<file path="config.mk">
export PLATFORM = sky130hd
export DESIGN_NAME = signed_divider_saturating
export DESIGN_NICKNAME = d
export VERILOG_FILES = /design/src/design/sds_pkg.sv /design/src/design/signed_divider_saturating.sv /design/src/design/sds_ctrl.sv /design/src/design/sds_datapath.sv
export SDC_FILE = /design/constraint.sdc
export NUM_CORES = 1
export LEC_CHECK = 0
export ABC_AREA = 0
export BUFFER_PORTS_ARGS = -buffer_cell sky130_fd_sc_hd__buf_4
export CAP_MARGIN = 0
export CORE_ASPECT_RATIO = 0.7
export CORE_UTILIZATION = 64
export CTS_CLUSTER_DIAMETER = 100
export DETAILED_ROUTE_END_ITERATION = 7
export GPL_TIMING_DRIVEN = 0
export PLACE_DENSITY = 0.86
export SYNTH_ARGS = -nofsm -noshare
export SYNTH_HDL_FRONTEND = slang
export SYNTH_SLANG_ARGS = --single-unit
export TNS_END_PERCENT = 50
</file>
<file path="constraint.sdc">
create_clock -name clk_i -period 5.7 [get_ports clk_i]
set_input_delay 0.285 -clock clk_i [delete_from_list [all_inputs] [get_ports clk_i]]
set_output_delay 0.285 -clock clk_i [all_outputs]
set_load 0.01 [all_outputs]
</file>
<file path="src/design/sds_pkg.sv">
// Shared types and defaults for the saturating signed divider.
// Used by the controller, the datapath, the top level and the checker.
package sds_pkg;

  localparam int unsigned DataWidthDef = 32;

  // Commands from the controller to the datapath
  typedef struct packed {
    logic load;    // capture operands, take magnitudes and signs
    logic step;    // one restoring shift-and-subtract iteration
    logic finish;  // apply sign and saturation, load the result register
  } sds_cmd_t;

  // Status from the datapath to the controller
  typedef struct packed {
    logic res_free;  // result register empty or being drained this cycle
  } sds_sts_t;

endpackage

</file>
<file path="src/design/signed_divider_saturating.sv">
// Top level of the saturating signed divider.
// Instantiates sds_ctrl and sds_datapath; types come from sds_pkg.
//
// Usage:
//   Slave channel (s_axis_*) takes one dividend/divisor pair per transfer;
//   master channel (m_axis_*) gives one quotient per transfer, truncated
//   toward zero. A zero dividend gives 0, a zero divisor with a nonzero
//   dividend gives the most negative value, and the most negative value
//   divided by -1 saturates to the largest positive value.
// Timing:
//   Magnitudes and signs are captured at the input transfer itself; the
//   quotient reaches the output register after DATA_WIDTH iterations of the
//   single restoring subtract unit (one quotient bit per cycle) and the sign
//   fix-up, which waits until the output register is free.
//   s_axis_tready_o is high only while the unit is idle, so one item is in
//   flight at a time and no new item is taken until the last one has left
//   the sign fix-up; a new item is taken while a finished quotient still
//   waits in the output register.
// Reset: rst_ni clears the controller and the output valid; no item is kept.
// Stall: when m_axis_tready_i is low the quotient holds in the output
//   register, and a following item finishes its iterations, then waits until
//   the register drains.
module signed_divider_saturating #(
  parameter int unsigned DATA_WIDTH = sds_pkg::DataWidthDef
) (
  input  logic                   clk_i,
  input  logic                   rst_ni,
  input  logic                   s_axis_tvalid_i,
  output logic                   s_axis_tready_o,
  // [DATA_WIDTH-1:0] numerator, [2*DATA_WIDTH-1:DATA_WIDTH] denominator,
  // zero padding above
  input  logic [((2*DATA_WIDTH+7)/8)*8-1:0] s_axis_tdata_i,
  output logic                   m_axis_tvalid_o,
  input  logic                   m_axis_tready_i,
  // [DATA_WIDTH-1:0] quotient, zero padding above
  output logic [((DATA_WIDTH+7)/8)*8-1:0]   m_axis_tdata_o
);

  localparam int unsigned OutTdataW = ((DATA_WIDTH + 7) / 8) * 8;

  sds_pkg::sds_cmd_t     cmd;
  sds_pkg::sds_sts_t     sts;
  logic [DATA_WIDTH-1:0] quotient;

  sds_ctrl #(
    .DATA_WIDTH (DATA_WIDTH)
  ) u_ctrl (
    .clk_i      (clk_i),
    .rst_ni     (rst_ni),
    .in_valid_i (s_axis_tvalid_i),
    .in_ready_o (s_axis_tready_o),
    .sts_i      (sts),
    .cmd_o      (cmd)
  );

  sds_datapath #(
    .DATA_WIDTH (DATA_WIDTH)
  ) u_datapath (
    .clk_i         (clk_i),
    .rst_ni        (rst_ni),
    .cmd_i         (cmd),
    .sts_o         (sts),
    .numerator_i   (s_axis_tdata_i[DATA_WIDTH-1:0]),
    .denominator_i (s_axis_tdata_i[2*DATA_WIDTH-1:DATA_WIDTH]),
    .res_ready_i   (m_axis_tready_i),
    .res_valid_o   (m_axis_tvalid_o),
    .quotient_o    (quotient)
  );

  // zero-extend the quotient to whole bytes
  assign m_axis_tdata_o = OutTdataW'(quotient);

endmodule

</file>
<file path="src/design/sds_ctrl.sv">
// Controller state machine for the saturating signed divider.
// Depends on sds_pkg for the command and status structs.
module sds_ctrl #(
  parameter int unsigned DATA_WIDTH = sds_pkg::DataWidthDef
) (
  input  logic             clk_i,
  input  logic             rst_ni,
  input  logic             in_valid_i,
  output logic             in_ready_o,
  input  sds_pkg::sds_sts_t sts_i,
  output sds_pkg::sds_cmd_t cmd_o
);

  localparam int unsigned CntW = $clog2(DATA_WIDTH);
  localparam logic [CntW-1:0] CntLast = CntW'(DATA_WIDTH - 1);

  localparam logic [1:0] StIdle = 2'd0;
  localparam logic [1:0] StRun  = 2'd1;
  localparam logic [1:0] StFin  = 2'd2;

  logic [1:0]      state_q, state_d;
  logic [CntW-1:0] cnt_q, cnt_d;

  assign in_ready_o    = (state_q == StIdle);
  assign cmd_o.load    = in_valid_i && in_ready_o;
  assign cmd_o.step    = (state_q == StRun);
  assign cmd_o.finish  = (state_q == StFin) && sts_i.res_free;

  always_comb begin
    state_d = state_q;
    cnt_d   = cnt_q;
    case (state_q)
      StIdle: begin
        if (cmd_o.load) begin
          state_d = StRun;
          cnt_d   = '0;
        end
      end
      StRun: begin
        cnt_d = cnt_q + CntW'(1);
        if (cnt_q == CntLast) begin
          state_d = StFin;
        end
      end
      StFin: begin
        // hold until the result register can take the quotient
        if (sts_i.res_free) begin
          state_d = StIdle;
        end
      end
      default: begin
        state_d = StIdle;
      end
    endcase
  end

  always_ff @(posedge clk_i or negedge rst_ni) begin
    if (!rst_ni) begin
      state_q <= StIdle;
      cnt_q   <= '0;
    end else begin
      state_q <= state_d;
      cnt_q   <= cnt_d;
    end
  end

endmodule

</file>
<file path="src/design/sds_datapath.sv">
// Datapath of the saturating signed divider: magnitudes, restoring iteration,
// sign fix-up with saturation and the output register. Depends on sds_pkg.
module sds_datapath #(
  parameter int unsigned DATA_WIDTH = sds_pkg::DataWidthDef
) (
  input  logic                  clk_i,
  input  logic                  rst_ni,
  input  sds_pkg::sds_cmd_t     cmd_i,
  output sds_pkg::sds_sts_t     sts_o,
  input  logic [DATA_WIDTH-1:0] numerator_i,
  input  logic [DATA_WIDTH-1:0] denominator_i,
  input  logic                  res_ready_i,
  output logic                  res_valid_o,
  output logic [DATA_WIDTH-1:0] quotient_o
);

  localparam logic [DATA_WIDTH-1:0] MaxPos = {1'b0, {(DATA_WIDTH-1){1'b1}}};
  localparam logic [DATA_WIDTH-1:0] MinNeg = {1'b1, {(DATA_WIDTH-1){1'b0}}};

  // num_q shifts the dividend out at the top and the quotient in at the bottom
  logic [DATA_WIDTH-1:0] num_q, den_q, rem_q;
  logic                  nneg_q, dneg_q, nzero_q, dzero_q;
  logic                  res_valid_q;
  logic [DATA_WIDTH-1:0] res_q, res_d;

  logic [DATA_WIDTH-1:0] num_mag, den_mag, rem_sh, rem_sub;
  logic                  ge;

  assign num_mag = numerator_i[DATA_WIDTH-1]   ? (~numerator_i) + DATA_WIDTH'(1)
                                               : numerator_i;
  assign den_mag = denominator_i[DATA_WIDTH-1] ? (~denominator_i) + DATA_WIDTH'(1)
                                               : denominator_i;

  // Remainder stays below a nonzero divisor magnitude, so its top bit is then clear
  assign rem_sh  = {rem_q[DATA_WIDTH-2:0], num_q[DATA_WIDTH-1]};
  assign ge      = (rem_sh >= den_q);
  assign rem_sub = rem_sh - den_q;

  always_comb begin
    if (nzero_q) begin
      res_d = '0;
    end else if (dzero_q) begin
      res_d = MinNeg;
    end else if (nneg_q == dneg_q) begin
      res_d = num_q[DATA_WIDTH-1] ? MaxPos : num_q;
    end else begin
      res_d = (~num_q) + DATA_WIDTH'(1);
    end
  end

  always_ff @(posedge clk_i) begin
    if (cmd_i.load) begin
      num_q   <= num_mag;
      den_q   <= den_mag;
      rem_q   <= '0;
      nneg_q  <= numerator_i[DATA_WIDTH-1];
      dneg_q  <= denominator_i[DATA_WIDTH-1];
      nzero_q <= (numerator_i == '0);
      dzero_q <= (denominator_i == '0);
    end else if (cmd_i.step) begin
      rem_q <= ge ? rem_sub : rem_sh;
      num_q <= {num_q[DATA_WIDTH-2:0], ge};
    end
    if (cmd_i.finish) begin
      res_q <= res_d;
    end
  end

  always_ff @(posedge clk_i or negedge rst_ni) begin
    if (!rst_ni) begin
      res_valid_q <= 1'b0;
    end else if (cmd_i.finish) begin
      res_valid_q <= 1'b1;
    end else if (res_ready_i) begin
      res_valid_q <= 1'b0;
    end
  end

  assign sts_o.res_free = !res_valid_q || res_ready_i;
  assign res_valid_o    = res_valid_q;
  assign quotient_o     = res_q;

endmodule

</file>
==> metrics.md <==
| Metric | Value |
|---|---|
| Ports | 102 |
| Layout overhead on the synthesized area | 19.03% |
| Setup ws final | ~1900 ps |
| # setup viols final | 0 |
| Die area | 0.01419 mm^2 |
| Slew HR | between 20 and 25% |
| TritonCTS clock tree | yes |
| Peak Freq | 261.9 MHz |
| Placed insts | around 1,300 |
| Final Non-Filler Cells | 1,285 |
| Core ar. | 0.01327 mm^2 |
| DIE WIDTH | 141.9 um |
| Cell Rows | 35 |
| GR Layer Usage met3 | 6.345% |
| Initial drt markers | 1,330 |
| Final Cycle Share | 66.99% |
| Pint | 3.027 mW |
| Final WL | 24.59 mm |
| Worst-Skew Late Latency | 420 ps |
| Die span in y | 99.95 um |
| P per Cell Area | between 400 and 500 mW/mm^2 |
| Startpoint Class | flop |
| TritonCTS buffer count | 17 |
| TNS Setup | 0 ps |
| GR peak layer | met1 |
| Diodes inserted | 0 |
| Post-synth EDFFs | 100 |
| Main synth FF type | edfxtp_1 |
| Synth cell types | 66 |
| Grt ovf | 0 |
| Vias in the first global route | 7,466 |
| Post-DP HPWL | between 15 and 20 mm |
| Max Transition Viols Final | 0 |
| Bufs and invs on worst path | 2 |
| Status | complete, no violations |
| Crit path capture type | flop |
| Initial Utilization | 66.11% |
| Port Buffer Count | 101 |
| CP Cell Sequence | inv_1 -> ha_1 -> fa_1 -> nor2b_1 -> nor2_1 -> o221ai_1 -> a31oi_1 -> a2111oi_0 -> nor4b_1 -> nand2b_1 -> clkbuf_1 -> o21ai_0 |
| Placement Cell Area | a little under 0.01 mm^2 |
| Clock transition at path regs | around 60 ps |
| Critical Path Fanout Max | 10 |
| Power share of the sequential group | 35.5% |
| Crit-path slowest cell | a31oi_1 |
| Drt wl/cell | 19.13 um |
| Met1 usage | 54.69% |
| Required time worst endpoint | 5970 ps |
| Switching Fraction | between 40 and 50% |
| Layout cells sized above 1 | 14.73% |
| Max VDD drop | 0.0002726 V |
| DRT Pass-1 Iters | 6 |
| Crit Path Category | flop to flop |
| Tot Pwr | 5.172 mW |
| Worst slew pin tran | 1194 ps |
| Largest net degree at the start of global routing | 33 |
| Post-synth ARST share | under 10% |
| Slowest stage delay, CP | ~600 ps |
| Routability cong. | 0.9840 |
| Met2 usage | 51.12% |
| Post-DRT Antenna Nets | 0 |
| Design Area, Final | between 0.01 and 0.015 mm^2 |
| Total GRT Usage | 35.75% |
| Synth warn | 0 |
| RSZ-0062 raised after global routing | no |
| # H-tree levels | 4 |
| Psw | 2.145 mW |
| Worst Hold Class | input port to flop |
| Layout net count | 1,193 |
| First-pass GRT wire length | 38.76 mm |
| CTS Sinks | 139 |
| Fin crit period | about 3800 ps |
| Initial antenna violation count | 0 |
| Clk pwr share | 22.8% |
| Syn nets | 1,070 |
| Post-Syn Area | 0.008772 mm^2 |
| Clk buf depth | 2 |
| Hold Violations, Final | 0 |
| Via count | 8,164 |
| Max cap viols | 0 |
| CP arrival | 4090 ps |
| P_leak | between 4 and 5 nW |
| Avg Vias per Cell | 6.353 |
| Avg Synthesized Cell Area | between 9 and 10 um^2 |
| Combinational power share | 41.6% |
| Drt drc | 0 |
| Clock skew | around 13 ps |
| DP Worst Slack | 2081 ps |
| Synth Instances | 964 |
| Sequential fraction of the synthesis area | a little over two fifths |
| Clock Root Buffer | clkbuf_16 |
| #FFs+latches synth | 139 |
| Delay-heaviest family, CP | compound AO/OA/AOI/OAI gates |
==> layout make-up <==
class	count	area, um^2
well taps	185	231.5
plain buffers	41	168.9
clock buffers	17	425.4
inverters	47	176.4
repair buffers	104	810.8
fillers	914	2828
clock inverters	15	197.7
multi-input cells	737	4607
flip-flops and latches	139	3824
==> Yosys cell counts, drive strengths merged (16+ instances only) <==
cell	instances	area [um^2]
o31ai	19	162.7
nor2	95	356.6
xnor2	50	437.9
ha	37	462.9
inv	47	176.4
xor2	38	332.8
o21ai	117	589.3
dfxtp	31	620.6
a21oi	69	345.3
edfxtp	100	3003
nor3	21	105.1
nand3	16	80.08
nand2	104	392.9
clkbuf	33	123.9
==> registers in the layout, indices dropped and copies added (netlist names) <==
signal	cells
u_datapath.den_q	32
u_datapath.num_q	32
u_datapath.quotient_o	32
u_datapath.rem_q	31
u_ctrl.cnt_q	5
u_ctrl.state_q	2
u_datapath.dneg_q	1
u_datapath.dzero_q	1
u_datapath.nneg_q	1
u_datapath.nzero_q	1
u_datapath.res_valid_o	1
==> worst reg2reg max path, stage by stage (launching register included) <==
cell and delay, ps:
edfxtp_1 450, inv_1 180, ha_1 230, fa_1 210
nor2b_1 70, nor2_1 90, o221ai_1 210, a31oi_1 600
a2111oi_0 220, nor4b_1 480, nand2b_1 320, clkbuf_1 420
o21ai_0 200
==> metal layers <==
layer | wire length [um] | vias up
met5 | 0 | -
met1 | 10700 | 3750
met4 | 461 | 0
met3 | 3226 | 57
met2 | 10200 | 569
li1 | - | 3788
==> power by group through the flow <==
stage | logic, mW | registers, mW | clock network [mW]
after floorplan | 1.57 | 1.67 | 0
after global placement | 1.97 | 1.80 | 0
after detailed placement | 2.05 | 1.81 | 0
after CTS | 2.10 | 1.80 | 1.18
after global routing | 2.39 | 1.85 | 1.21
final | 2.15 | 1.84 | 1.18
==> stage by stage <==
step                util, %  hold WS [ps]
floorplan                 -        -10.59
global placement      73.57         116.1
CTS                   78.69         64.59
finish                78.69         76.20
global route          78.69         66.83
detailed placement    73.92         116.4
==> logic make-up after synthesis <==
family	Yosys count	synth area share [%]
AO/OA/AOI/OAI	296	20.82
XOR/XNOR	88	8.786
adder cells (fa/ha/maj)	38	5.506
buffers and inverters	88	3.922
flip-flops	139	43.59
multiplexers	2	0.2282
AND/OR/NAND/NOR	313	17.14
==> placed cells by master (no fill, tap or decap), drive strengths merged, types with 13 or more instances in the layout <==
cell      n
xor2     38
xnor2    50
a21oi    69
dfxtp    31
ha       37
o21ai   117
nor2     95
nand3    16
inv      49
edfxtp  100
clkbuf   50
a211oi   15
a32oi    14
or3      14
o31ai    19
nand2   104
nor3     21
nor4     13
buf     111
==> path summary, 6_finish.rpt <==
check                                                 startpoint                                end  cells past startpoint  slack [ps]
worst max-delay path              u_datapath.num_q[31]$_DFFE_PP_  u_datapath.rem_q[17]$_SDFFE_PP0P_                     12        1880
worst min-delay path                          s_axis_tdata_i[32]      u_datapath.den_q[0]$_DFFE_PP_                      1          80
worst max register to register    u_datapath.num_q[31]$_DFFE_PP_  u_datapath.rem_q[17]$_SDFFE_PP0P_                     12        1880
worst min register to register  u_datapath.rem_q[2]$_SDFFE_PP0P_   u_datapath.rem_q[2]$_SDFFE_PP0P_                      2         480
max in group asynchronous                                 rst_ni      u_ctrl.state_q[1]$_DFFE_PN0P_                      2        5320
min in group asynchronous                                 rst_ni        u_ctrl.cnt_q[4]$_DFFE_PN0P_                      2         230
==> repair_timing <==
| item | 4_1_cts | 5_1_grt |
|---|---|---|
| endpoints found under the hold margin | 8 | 0 |
| resized for setup | 0 | 0 |
| hold buffers | 1 | 0 |
| buffers inserted | 0 | 0 |
Note: power is estimated with default switching activity, not from simulation.
